===== src/sv/ofdr_pkg.sv =====
// Shared types and codes for the oldest-first deflection router.
// No dependencies; imported by the router top level.
package ofdr_pkg;

	// request kind codes
	localparam logic [1:0] KIND_NET    = 2'd0;
	localparam logic [1:0] KIND_INJECT = 2'd1;
	localparam logic [1:0] KIND_ROUTE  = 2'd2;
	localparam logic [1:0] KIND_UNUSED = 2'd3;

	localparam int PORT_W  = 3;
	localparam int TAG_W   = 16;
	localparam int TIME_W  = 32;
	localparam int DELTA_W = 8;
	localparam int DPACK_W = 3 * DELTA_W;

	typedef enum logic [1:0] {
		ST_IDLE,
		ST_LOAD,
		ST_SCAN,
		ST_EMIT
	} state_t;

endpackage


===== src/sv/ofdr_ram.sv =====
// Generic single write port, single read port RAM with registered read.
// No dependencies; used for the injection queue.
module ofdr_ram #(
	parameter int WIDTH = 72,
	parameter int DEPTH = 8,
	parameter int AW    = (DEPTH > 1) ? $clog2(DEPTH) : 1
) (
	input  logic             clk,
	input  logic             wr_en,
	input  logic [AW-1:0]    wr_addr,
	input  logic [WIDTH-1:0] wr_data,
	input  logic [AW-1:0]    rd_addr,
	output logic [WIDTH-1:0] rd_data
);

	logic [WIDTH-1:0] mem_q [DEPTH];

	always_ff @(posedge clk) begin
		if (wr_en) begin
			mem_q[wr_addr] <= wr_data;
		end
		rd_data <= mem_q[rd_addr];
	end

endmodule


===== src/sv/oldest_first_deflection_router_unit.sv =====
// Oldest-first bufferless deflection router: flit latch, injection queue,
// iterative oldest-first selection and port allocation. Uses ofdr_pkg, ofdr_ram.
//
//  channel | signals                                           | direction
//  --------+---------------------------------------------------+----------
//  in      | in_valid/in_ready, kind, flit_tag, birth_time,    | request in
//          | delta_x, delta_y, delta_z                         |
//  out     | out_valid/out_ready, has_flit, out_tag, out_port, | result out
//          | deflected, inject_stop, last                      |
//
// Network and injection requests are taken while idle. A route request is
// accepted, the queue head joins the latched flits, then for each of the n
// latched flits the shared age comparator visits all n slots and the result
// waits for out_ready. No request is taken while results are out.
// Reset clears counts, pointers and masks; flit and queue storage is not cleared.
module oldest_first_deflection_router_unit #(
	parameter int NET_PORTS    = 4,
	parameter int INJECT_DEPTH = 8
) (
	input  logic                              clk,
	input  logic                              arst_n,
	input  logic                              in_valid,
	output logic                              in_ready,
	input  logic [1:0]                        kind,
	input  logic [ofdr_pkg::TAG_W-1:0]        flit_tag,
	input  logic [ofdr_pkg::TIME_W-1:0]       birth_time,
	input  logic signed [ofdr_pkg::DELTA_W-1:0] delta_x,
	input  logic signed [ofdr_pkg::DELTA_W-1:0] delta_y,
	input  logic signed [ofdr_pkg::DELTA_W-1:0] delta_z,
	output logic                              out_valid,
	input  logic                              out_ready,
	output logic                              has_flit,
	output logic [ofdr_pkg::TAG_W-1:0]        out_tag,
	output logic [ofdr_pkg::PORT_W-1:0]       out_port,
	output logic                              deflected,
	output logic                              inject_stop,
	output logic                              last
);
	import ofdr_pkg::*;

	localparam int CW    = $clog2(NET_PORTS + 1);
	localparam int IW    = $clog2(NET_PORTS);
	localparam int PW    = (INJECT_DEPTH > 1) ? $clog2(INJECT_DEPTH) : 1;
	localparam int QW    = $clog2(INJECT_DEPTH + 1);
	localparam int INFO_W = TAG_W + TIME_W;
	localparam int QE_W  = INFO_W + DPACK_W;

	state_t state_q, state_d;

	// latched flits of this router cycle
	logic [TAG_W-1:0]   slot_tag_q  [NET_PORTS];
	logic [TIME_W-1:0]  slot_time_q [NET_PORTS];
	logic [DPACK_W-1:0] slot_del_q  [NET_PORTS];
	logic [CW-1:0]      cnt_q;

	// injection queue pointers
	logic [PW-1:0] head_q, tail_q;
	logic [QW-1:0] qcnt_q;
	logic          q_wr;
	logic [QE_W-1:0] q_rdata;

	// selection and allocation state
	logic [IW-1:0]      idx_q, bsel_q;
	logic [TIME_W-1:0]  btime_q;
	logic [TAG_W-1:0]   btag_q;
	logic [DPACK_W-1:0] bdel_q;
	logic               bhave_q;
	logic [NET_PORTS-1:0] served_q;
	logic [NET_PORTS:0]   taken_q;
	logic [CW-1:0]      emit_k_q;
	logic               join_q;
	logic               stop_q;

	logic in_acc, out_acc;
	logic scan_last, cand;
	logic [IW-1:0]      sel_idx;
	logic [TAG_W-1:0]   sel_tag;
	logic [DPACK_W-1:0] sel_del;
	logic [NET_PORTS:0] prod;
	logic [PORT_W-1:0]  alloc_port;
	logic               alloc_found, alloc_defl;
	logic signed [DELTA_W-1:0] sdx, sdy, sdz;

	assign in_acc  = in_valid && in_ready;
	assign out_acc = out_valid && out_ready;

	function automatic logic [PW-1:0] ptr_inc(input logic [PW-1:0] p);
		return (p == PW'(INJECT_DEPTH - 1)) ? '0 : p + 1'b1;
	endfunction

	// injection queue storage
	assign q_wr = in_acc && (kind == KIND_INJECT) && (qcnt_q != QW'(INJECT_DEPTH));

	ofdr_ram #(
		.WIDTH(QE_W),
		.DEPTH(INJECT_DEPTH),
		.AW   (PW)
	) u_inj_ram (
		.clk    (clk),
		.wr_en  (q_wr),
		.wr_addr(tail_q),
		.wr_data({flit_tag, birth_time, delta_z, delta_y, delta_x}),
		.rd_addr(head_q),
		.rd_data(q_rdata)
	);

	// age compare: unserved and strictly older wins, ties stay with lower slot
	assign cand = !served_q[idx_q] && (!bhave_q || (slot_time_q[idx_q] < btime_q));
	assign scan_last = (CW'(idx_q) == cnt_q - 1'b1);
	assign sel_idx = cand ? idx_q : bsel_q;
	assign sel_tag = cand ? slot_tag_q[idx_q] : btag_q;
	assign sel_del = cand ? slot_del_q[idx_q] : bdel_q;

	// productive ports of the selected flit
	always_comb begin
		sdx = sel_del[DELTA_W-1:0];
		sdy = sel_del[2*DELTA_W-1:DELTA_W];
		sdz = sel_del[3*DELTA_W-1:2*DELTA_W];
		prod = '0;
		for (int i = 0; i < NET_PORTS; i++) begin
			case (i)
				0: prod[i] = sdx > 8'sd1;
				1: prod[i] = sdx < -8'sd1;
				2: prod[i] = sdy > 8'sd1;
				3: prod[i] = sdy < -8'sd1;
				4: prod[i] = sdz > 8'sd1;
				default: prod[i] = sdz < -8'sd1;
			endcase
		end
		prod[NET_PORTS] = (sdx == 8'sd1 || sdx == -8'sd1) &&
				(sdy == 8'sd1 || sdy == -8'sd1) &&
				(sdz == 8'sd1 || sdz == -8'sd1);
	end

	// first free productive port, else first free network port
	always_comb begin
		alloc_found = 1'b0;
		alloc_defl  = 1'b0;
		alloc_port  = PORT_W'(NET_PORTS);
		for (int i = 0; i <= NET_PORTS; i++) begin
			if (!alloc_found && !taken_q[i] && prod[i]) begin
				alloc_found = 1'b1;
				alloc_port  = PORT_W'(i);
			end
		end
		if (!alloc_found) begin
			alloc_defl = 1'b1;
			for (int i = 0; i < NET_PORTS; i++) begin
				if (!alloc_found && !taken_q[i]) begin
					alloc_found = 1'b1;
					alloc_port  = PORT_W'(i);
				end
			end
		end
	end

	// next state
	always_comb begin
		state_d = state_q;
		unique case (state_q)
			ST_IDLE: if (in_acc && kind == KIND_ROUTE) state_d = ST_LOAD;
			ST_LOAD: begin
				if (cnt_q == '0 && !join_q) state_d = ST_EMIT;
				else state_d = ST_SCAN;
			end
			ST_SCAN: if (scan_last) state_d = ST_EMIT;
			ST_EMIT: if (out_acc) state_d = last ? ST_IDLE : ST_SCAN;
			default: state_d = ST_IDLE;
		endcase
	end

	// handshake outputs
	always_comb begin
		in_ready  = 1'b0;
		out_valid = 1'b0;
		unique case (state_q)
			ST_IDLE: in_ready  = 1'b1;
			ST_EMIT: out_valid = 1'b1;
			default: ;
		endcase
	end

	// control registers
	always_ff @(posedge clk or negedge arst_n) begin
		if (!arst_n) begin
			state_q  <= ST_IDLE;
			cnt_q    <= '0;
			head_q   <= '0;
			tail_q   <= '0;
			qcnt_q   <= '0;
			idx_q    <= '0;
			bhave_q  <= 1'b0;
			served_q <= '0;
			taken_q  <= '0;
			emit_k_q <= '0;
			join_q   <= 1'b0;
			stop_q   <= 1'b0;
		end else begin
			state_q <= state_d;
			unique case (state_q)
				ST_IDLE: begin
					if (in_acc && kind == KIND_NET && cnt_q != CW'(NET_PORTS)) begin
						cnt_q <= cnt_q + 1'b1;
					end
					if (q_wr) begin
						tail_q <= ptr_inc(tail_q);
						qcnt_q <= qcnt_q + 1'b1;
					end
					if (in_acc && kind == KIND_ROUTE) begin
						join_q <= (cnt_q != CW'(NET_PORTS)) && (qcnt_q != '0);
					end
				end
				ST_LOAD: begin
					if (join_q) begin
						cnt_q  <= cnt_q + 1'b1;
						head_q <= ptr_inc(head_q);
						qcnt_q <= qcnt_q - 1'b1;
						stop_q <= (qcnt_q != QW'(1));
					end else begin
						stop_q <= (qcnt_q != '0);
					end
					idx_q    <= '0;
					bhave_q  <= 1'b0;
					emit_k_q <= '0;
				end
				ST_SCAN: begin
					if (cand) bhave_q <= 1'b1;
					if (scan_last) begin
						idx_q <= '0;
						served_q[sel_idx] <= 1'b1;
						if (alloc_found) taken_q[alloc_port] <= 1'b1;
					end else begin
						idx_q <= idx_q + 1'b1;
					end
				end
				ST_EMIT: begin
					if (out_acc) begin
						emit_k_q <= emit_k_q + 1'b1;
						bhave_q  <= 1'b0;
						if (last) begin
							cnt_q    <= '0;
							served_q <= '0;
							taken_q  <= '0;
						end
					end
				end
				default: ;
			endcase
		end
	end

	// payload registers: flit slots, best candidate, result
	always_ff @(posedge clk) begin
		if (state_q == ST_IDLE && in_acc && kind == KIND_NET && cnt_q != CW'(NET_PORTS)) begin
			slot_tag_q[cnt_q[IW-1:0]]  <= flit_tag;
			slot_time_q[cnt_q[IW-1:0]] <= birth_time;
			slot_del_q[cnt_q[IW-1:0]]  <= {delta_z, delta_y, delta_x};
		end
		if (state_q == ST_LOAD) begin
			if (join_q) begin
				slot_tag_q[cnt_q[IW-1:0]]  <= q_rdata[QE_W-1:QE_W-TAG_W];
				slot_time_q[cnt_q[IW-1:0]] <= q_rdata[DPACK_W+TIME_W-1:DPACK_W];
				slot_del_q[cnt_q[IW-1:0]]  <= q_rdata[DPACK_W-1:0];
			end
			// empty router cycle result
			has_flit    <= 1'b0;
			out_tag     <= '0;
			out_port    <= '0;
			deflected   <= 1'b0;
			inject_stop <= join_q ? (qcnt_q != QW'(1)) : (qcnt_q != '0);
			last        <= 1'b1;
		end
		if (state_q == ST_SCAN) begin
			if (cand) begin
				bsel_q  <= idx_q;
				btime_q <= slot_time_q[idx_q];
				btag_q  <= slot_tag_q[idx_q];
				bdel_q  <= slot_del_q[idx_q];
			end
			if (scan_last) begin
				has_flit    <= 1'b1;
				out_tag     <= sel_tag;
				out_port    <= alloc_port;
				deflected   <= alloc_defl;
				inject_stop <= stop_q;
				last        <= (emit_k_q + 1'b1 == cnt_q);
			end
		end
	end

	// checks
	a_no_overlap: assert property (@(posedge clk) disable iff (!arst_n)
		!(in_ready && out_valid))
		else $error("request and result sides open together");
	a_cnt_bound: assert property (@(posedge clk) disable iff (!arst_n)
		cnt_q <= CW'(NET_PORTS))
		else $error("flit count beyond network ports");
	a_qcnt_bound: assert property (@(posedge clk) disable iff (!arst_n)
		qcnt_q <= QW'(INJECT_DEPTH))
		else $error("injection count beyond depth");
	a_last_idle: assert property (@(posedge clk) disable iff (!arst_n)
		(out_acc && last) |=> in_ready)
		else $error("not idle after last result");
	a_taken_once: assert property (@(posedge clk) disable iff (!arst_n)
		(out_acc && has_flit && !last) |=> $countones(taken_q) == $countones($past(taken_q)))
		else $error("port mask changed outside allocation");

endmodule

===== config.mk =====
export PLATFORM = sky130hd
export DESIGN_NAME = oldest_first_deflection_router_unit
export DESIGN_NICKNAME = d
export VERILOG_FILES = /design/src/sv/ofdr_pkg.sv /design/src/sv/ofdr_ram.sv /design/src/sv/oldest_first_deflection_router_unit.sv
export SDC_FILE = /design/constraint.sdc
export NUM_CORES = 1
export LEC_CHECK = 0
export BUFFER_PORTS_ARGS = -buffer_cell sky130_fd_sc_hd__buf_2
export CORE_ASPECT_RATIO = 1.2
export CORE_UTILIZATION = 49
export CTS_CLUSTER_SIZE = 30
export DETAILED_ROUTE_END_ITERATION = 12
export HOLD_SLACK_MARGIN = 0.06
export PLACE_DENSITY_LB_ADDON = 0.12
export SKIP_LAST_GASP = 1
export SYNTH_ARGS = -nofsm -noshare
export SYNTH_HDL_FRONTEND = slang
export SYNTH_HIERARCHICAL = 1
export SYNTH_SLANG_ARGS = --single-unit

===== constraint.sdc =====
create_clock -name clk -period 15.3 [get_ports clk]
set_input_delay 0 -clock clk [delete_from_list [all_inputs] [get_ports clk]]
set_output_delay 0 -clock clk [all_outputs]
set_load 0.005 [all_outputs]

== Yosys cells after proc, flatten, opt, wreduce, memory -nomap -nowiden ==
Memory sizes are Yosys's and may differ from the RTL's. A register that Yosys moved wholly into a read port is not among the register bits.
Index checks and enable logic that the tools add are counted.
W data, S select, Z words.

* Word-level logic and storage cells: 243
* Output and inout bits: 25
* Memories: 4
* Input bits: 78
* Bits in writable memories: 864
* Register bits: 129

* Equal/unequal tests: 27
* Magnitude comparators: 10
* Reductions and logical operators: 71
* Bitwise operators: 5
* Add/sub/neg operators: 8
* Muxes and demuxes: 96

{| class="wikitable"
|+ Memory list
! name !! words !! bits a word !! read ports !! clocked after Yosys merged registers in !! wr ports !! line !! text
|-
| u_inj_ram.mem_q || 8 || 72 || 1 || 1 || 1 || ofdr_ram.sv:16 || <nowiki>logic [WIDTH-1:0] mem_q [DEPTH];</nowiki>
|-
| slot_time_q || 4 || 32 || 1 || 0 || 1 || oldest_first_deflection_router_unit.sv:52 || <nowiki>logic [TIME_W-1:0] slot_time_q [NET_PORTS];</nowiki>
|-
| slot_del_q || 4 || 24 || 1 || 0 || 1 || oldest_first_deflection_router_unit.sv:53 || <nowiki>logic [DPACK_W-1:0] slot_del_q [NET_PORTS];</nowiki>
|-
| slot_tag_q || 4 || 16 || 1 || 0 || 1 || oldest_first_deflection_router_unit.sv:51 || <nowiki>logic [TAG_W-1:0] slot_tag_q [NET_PORTS];</nowiki>
|}

{| class="wikitable"
|+ Operators by type and width
! cell !! number
|-
| $mux W16 || 5
|-
| $mux W3 || 20
|-
| $mux W24 || 2
|-
| $mux W1 || 42
|-
| $lt A32 B32 Y1 || 1
|-
| $mux W32 || 1
|-
| $logic_and A1 B1 Y1 || 30
|-
| $eq A8 B1 Y1 const B || 3
|-
| $eq A8 B2 Y1 const B || 3
|-
| $mux W4 || 5
|-
| $mux W5 || 4
|-
| $ne A2 B2 Y1 const B || 9
|-
| $gt A8 B2 Y1 const B || 2
|-
| $logic_not A1 Y1 || 16
|-
| $lt A8 B1 Y1 const B || 2
|-
| $pmux W4 S2 || 2
|-
| $add A3 B1 Y3 const B || 4
|-
| $mux W2 || 6
|-
| $pmux W5 S2 || 1
|-
| $reduce_and A2 Y1 || 5
|-
| $reduce_and A5 Y1 || 2
|-
| $pmux W3 S3 || 1
|-
| $reduce_and A3 Y1 || 3
|-
| $pmux W2 S4 || 1
|-
| 32 further kinds || 47
|}

== Longest topological paths before layout ==
* Depth in word-level cells: 48
* Gate-level depth with buffers: 17
* Mapped depth without buffers: 11

== Modules after synthesis ==
The synthesis kept the hierarchy.

{| class="wikitable"
|+ By module, submodules not included
! module !! instances !! sequential area each (um^2) !! area an instance (um^2) !! cells an instance
|-
| ofdr_ram || 1 || 18738.0 || 23368.7 || 917
|-
| oldest_first_deflection_router_unit || 1 || 12131.6 || 17982.2 || 1063
|}

== Worst setup path before layout ==
OpenSTA, ideal clock, no wires.

* Path kind: register to register
* From: reg state_q[0]
* To: mem u_inj_ram.mem_q[4][0], enable pin
* Path buffers: 1
* Stages on the path, launching flop included: 8
* Slack: 8.115 ns
* Arrival: 6.594 ns
* Cell sequence: dfrtp_1 > inv_1 > ha_1 > clkbuf_1 > nand4b_1 > a31oi_1 > nand2_1 > nor3_1

* Word-level cells in the longest chain between the ends: 7

{| class="wikitable"
|+ RTL lines
! item !! line !! text
|-
| start, declared || oldest_first_deflection_router_unit.sv:48 || <nowiki>state_t state_q, state_d;</nowiki>
|-
| start signal, assigned || oldest_first_deflection_router_unit.sv:199 || <nowiki>state_q <= state_d;</nowiki>
|-
| $logic_not A2 Y1 || oldest_first_deflection_router_unit.sv:176 || <nowiki>unique case (state_q)</nowiki>
|-
| $mux W1 || oldest_first_deflection_router_unit.sv:176 ||
|-
| net in_ready || oldest_first_deflection_router_unit.sv:23 || <nowiki>output logic in_ready,</nowiki>
|-
| $logic_and A1 B1 Y1 || oldest_first_deflection_router_unit.sv:84 || <nowiki>assign in_acc = in_valid && in_ready;</nowiki>
|-
| $logic_and A1 B1 Y1 (2 in series) || oldest_first_deflection_router_unit.sv:92 || <nowiki>assign q_wr = in_acc && (kind == KIND_INJECT) && (qcnt_q != QW'(INJECT_DEPTH));</nowiki>
|-
| net q_wr || oldest_first_deflection_router_unit.sv:59 || <nowiki>logic q_wr;</nowiki>
|-
| $mux W1 || ofdr_ram.sv:19 || <nowiki>if (wr_en) begin</nowiki>
|-
| $mux W1 (not written as such) || ofdr_ram.sv:20 || <nowiki>mem_q[wr_addr] <= wr_data;</nowiki>
|-
| end, declared || ofdr_ram.sv:16 ||
|}

The timed path passes the listed nets, and every way through them passes these cells.

== Worst setup path after layout ==
* From: reg idx_q[0]
* To: reg taken_q[2]

* Word-level cells in the longest chain between the ends: 48

{| class="wikitable"
|+ RTL lines
! item !! line !! text
|-
| start, declared || oldest_first_deflection_router_unit.sv:63 || <nowiki>logic [IW-1:0] idx_q, bsel_q;</nowiki>
|-
| start signal, assigned || oldest_first_deflection_router_unit.sv:233 || <nowiki>idx_q <= idx_q + 1'b1;</nowiki>
|-
| $mem_v2 Z4 W32 or $bmux W1 S2 (tied branches) || -- ||
|-
| $lt A32 B32 Y1 or $mux W1 (tied branches) || oldest_first_deflection_router_unit.sv:108 || <nowiki>assign cand = !served_q[idx_q] && (!bhave_q || (slot_time_q[idx_q] < btime_q));</nowiki>
|-
| $logic_or A1 B1 Y1 or $logic_not A1 Y1 (tied branches) || oldest_first_deflection_router_unit.sv:108 ||
|-
| $logic_and A1 B1 Y1 || oldest_first_deflection_router_unit.sv:108 ||
|-
| $mux W24 || -- ||
|-
| $gt A8 B2 Y1 || oldest_first_deflection_router_unit.sv:122 || <nowiki>0: prod[i] = sdx > 8'sd1;</nowiki>
|-
| $logic_and A1 B1 Y1 || oldest_first_deflection_router_unit.sv:141 || <nowiki>if (!alloc_found && !taken_q[i] && prod[i]) begin</nowiki>
|-
| $mux W1 || oldest_first_deflection_router_unit.sv:141 ||
|-
| (+32 left out) || -- ||
|-
| $lt A3 B4 Y1 (not written as such) or $ge A3 B1 Y1 (tied branches) || oldest_first_deflection_router_unit.sv:231 || <nowiki>if (alloc_found) taken_q[alloc_port] <= 1'b1;</nowiki>
|-
| $logic_and A1 B1 Y1 (not written as such) || oldest_first_deflection_router_unit.sv:231 ||
|-
| $mux W1 (not written as such) || oldest_first_deflection_router_unit.sv:231 ||
|-
| $demux W1 S3 || oldest_first_deflection_router_unit.sv:231 ||
|-
| $or A5 B5 Y5 (no source line) || -- ||
|-
| $mux W5 || oldest_first_deflection_router_unit.sv:231 ||
|-
| $mux W5 || oldest_first_deflection_router_unit.sv:228 || <nowiki>if (scan_last) begin</nowiki>
|-
| $pmux W5 S2 || oldest_first_deflection_router_unit.sv:200 || <nowiki>unique case (state_q)</nowiki>
|-
| end signal, assigned || oldest_first_deflection_router_unit.sv:194 || <nowiki>taken_q <= '0;</nowiki>
|-
| end signal, assigned by index || oldest_first_deflection_router_unit.sv:231 ||
|-
| end signal, assigned || oldest_first_deflection_router_unit.sv:243 || <nowiki>taken_q <= '0;</nowiki>
|-
| end, declared || oldest_first_deflection_router_unit.sv:69 || <nowiki>logic [NET_PORTS:0] taken_q;</nowiki>
|}

Several ways; a longest one is shown, not always the timed one. The select of a mux whose other input is x is not followed.
A chain may end at the register's enable or synchronous reset.

==> impl_metrics.py <==
metrics = {
    "critical_path": {
        "endpoint_kind": "flop",
        "path_cells": "buf_4, mux4_2, ha_1, a21o_1, a221oi_1, o211ai_1, o221a_2, nor2_4, buf_4, mux2i_1, o41ai_1, o211ai_1, a21oi_1",
        "worstPathRequired_ns": 15.87,
        "critPathMaxFanout": 47,
        "cpMaxStageDelayCell": "dfrtp_4",
        "rr_startpoint": "idx_q[0]",
        "crit_cells": 13,
        "startpoint_type": "flop",
        "max_stage_delay_ns": 0.66,
        "r2r_cells": 13,
        "reg2reg_slack_ns": 10.10,
        "worst-setup-path-type": "reg -> reg",
        "critPathTopFamily": "compound AO/OA/AOI/OAI gates",
        "path_buf_inv": 2,
        "arrival_ns": 5.77,
        "critPathLaunch": "idx_q[0]",
    },
    "power_and_ir_drop": {
        "peakVddDrop_mv": 0.106,
        "p_leak_nw": 15.9,
        "power.density_mw_per_mm2": 178,
    },
    "timing": {
        "period_share_pct": 34.0,
        "period_minus_slack_ns": 5.20,
        "fmax_mhz": 192,
        "rsz0062_at_grt": "false",
        "setup-violations-final": 0,
        "slew_headroom_pct": 16.5,
        "tns_ns": 0,
        "finClkSkew_ns": 0.0222,
        "final_hold_viol_count": 0,
        "tightest_slew_ns": 1.25,
        "drv_slew": 0,
    },
    "die": {
        "die_w_um": 267,
        "die_h_um": 320,
        "initial_utilization_pct": 49.5,
        "top_level_ports": 103,
        "core_area_mm2": 0.0835,
        "die_area_mm2": 0.0856,
        "rows": 116,
    },
    "worst_hold_path": {
        "min_path_cells": 2,
        "hold_path_class": "in -> reg",
        "hp-start": "birth_time[12]",
    },
    "layout": {
        "layout_common_cells": "edfxtp_1 (938), mux4_2 (209), mux2_2 (130)",
        "drive_above_1_share_pct": 31.3,
        "final_common_cell": "edfxtp_1",
        "syn_to_final_growth_pct": 14.5,
        "final_area_mm2": 0.0474,
        "final_net_count": 2348,
    },
    "global_routing": {
        "grt_start_max_net_pins": 77,
        "globalRouteOverflowTotal": 0,
        "grt.total_usage_pct": 20.1,
        "antenna_found_initial": 4,
        "grt_pass1_vias": 20600,
        "grt_pass1_wl_mm": 128,
    },
    "logic_synthesis": {
        "ys_async_sr_fraction_pct": 3.00,
        "synth.net_count": 2107,
        "synth_fa_ha_area_share_pct": 1.48,
        "syn_area_mm2": 0.0414,
        "synth_top_family_by_area": "multiplexers",
        "synth-compound-area-share_pct": 1.65,
        "synth-simple-area-share_pct": 2.40,
        "synth_cell_type_count": 70,
        "synth_cells": 1980,
        "seq_area_frac_synth_pct": 74.7,
        "synth-edff-count": 938,
        "yosys_warnings": 6,
        "ys_ff_latch": 1065,
        "synth_xor_area_share_pct": 0.233,
        "synth_mux_area_share_pct": 17.9,
        "ys.flop_type": "edfxtp_1",
        "post_synth.cell_area_avg_um2": 20.9,
    },
    "clocking": {
        "clock_sinks": 1065,
        "clk-insertion-delay-late_ns": 0.67,
        "h-tree-depth": 3,
        "cts_tree": "built",
        "postCtsSetupRepairBufs": 0,
        "path_clk_slew_ns": 0.06,
        "cts_made_buffers": 104,
        "ctsLongestPathBuffers": 3,
        "cts-root-buf": "clkbuf_16",
        "postCtsHoldBufs": 80,
        "cts_resized": 0,
    },
    "detailed_routing": {
        "dr.pass1.iters": 5,
        "drt_wl_total_mm": 83.1,
        "antenna_left": 0,
        "vias_per_cell": 5.62,
        "vias": 19300,
        "route.met3.wl_mm": 3.11,
        "routedWlPerCell_um": 24.2,
        "drcViolationCount": 0,
        "wl_met2_mm": 39.5,
        "top_layer_used": "met5",
        "drt-met1-wl_mm": 38.5,
        "first_iter_violations": 1446,
    },
    "place": {
        "place_area_mm2": 0.0432,
        "io_buffer_count": 102,
        "place_hpwl_mm": 46.5,
        "place_congestion": 0.778,
    },
    "job": {
        "drv_cap": 0,
    },
    "run_status": {
        "run_status": "complete, no violations",
    },
}
## report_power, final
group	internal, mW	switching (mW)	leakage, nW
clock	1.44	1.06	1.66
combinational	1.02	1.04	4.56
sequential	3.64	0.203	9.65
total	6.10	2.31	15.9
## state kept, by name (all words and copies together) (netlist names), 2 cells and up
signal	cells
slot_del_q	96
u_inj_ram/mem_q	576
slot_tag_q	64
bdel_q	24
cnt_q	3
idx_q	2
tail_q	3
out_port	3
btime_q	32
slot_time_q	128
state_q	2
out_tag	16
emit_k_q	3
qcnt_q	4
btag_q	16
head_q	3
u_inj_ram/rd_data	72
bsel_q	2
taken_q	5
served_q	4
## layer usage
layer  GRT usage (%)  vias to the layer above
li1                -                     8572
met1            29.3                    10200
met2            31.6                      358
met3            2.96                      132
met4            6.10                        4
met5               0                        -
## final cells by class
cell class / count / area [um^2]
fillers: 6264 / 36100
flip-flops and latches: 1065 / 30900
multi-input cells: 781 / 9890
clock buffers: 141 / 2880
repair buffers: 216 / 1590
well taps: 1121 / 1400
clock inverters: 55 / 502
inverters: 53 / 199
diodes: 2 / 5.00
## worst paths after layout
check / endpoint
worst max-delay path: taken_q[2]
min in group asynchronous: idx_q[0]
worst min-delay path: u_inj_ram/mem_q[0][36]
max in group asynchronous: head_q[1]
worst min register to register: has_flit
worst max register to register: taken_q[2]
## stage by stage
stage	hold WS, ns	util [%]	instances	worst slack, ns	power (mW)
after floorplan	-0.296	-	1980	8.12	5.46
after global placement	0.168	51.7	3156	10.17	5.94
after detailed placement	0.177	51.7	3156	10.07	5.98
after CTS	0.116	56.7	3432	10.03	8.52
after global routing	0.157	56.8	3434	9.77	8.82
final	0.157	56.8	3434	10.10	8.41
## cell usage after synthesis, types with 6 or more instances
master / n / area, um^2
buf_1: 12 / 45.0
ha_1: 49 / 613
mux4_2: 209 / 4710
mux2i_1: 9 / 90.1
clkbuf_1: 33 / 124
nand3_1: 30 / 150
dfxtp_1: 95 / 1900
o21ai_0: 21 / 105
nand4_1: 14 / 87.6
a211oi_1: 7 / 52.6
buf_2: 18 / 90.1
nand2b_1: 6 / 37.5
mux2_2: 130 / 1460
inv_1: 52 / 195
dfrtp_1: 32 / 801
mux4_1: 8 / 210
xor2_1: 6 / 52.6
mux2_4: 60 / 901
nor3_1: 14 / 70.1
nor2_1: 43 / 161
a21oi_1: 24 / 120
nor2b_1: 8 / 50.1
edfxtp_1: 938 / 28200
nand2_1: 61 / 229
buf_12: 8 / 160
buf_4: 6 / 45.0
a31oi_1: 8 / 50.1
a21o_1: 6 / 45.0
## logic make-up (layout without fill, tap and decap cells)
| logic type | count (synthesis) | in the layout |
|---|---|---|
| and+or+nand+nor | 202 | 202 |
| other | 0 | 2 |
| buffers and inverters | 134 | 465 |
| adders and majority gates | 49 | 49 |
| DFF | 1065 | 1065 |
| AOI/OAI and AO/OA | 102 | 102 |
| muxes | 417 | 417 |
| xor gates and xnor gates | 11 | 11 |
## worst register-to-register path, cell delays in order (launching register included)
cell and delay [ns]:
dfrtp_4 0.66, buf_4 0.67, mux4_2 0.63, ha_1 0.31
a21o_1 0.17, a221oi_1 0.29, o211ai_1 0.13, o221a_2 0.35
nor2_4 0.09, buf_4 0.55, mux2i_1 0.31, o41ai_1 0.55
o211ai_1 0.16, a21oi_1 0.24
Note: power is estimated with default switching activity, not from simulation.
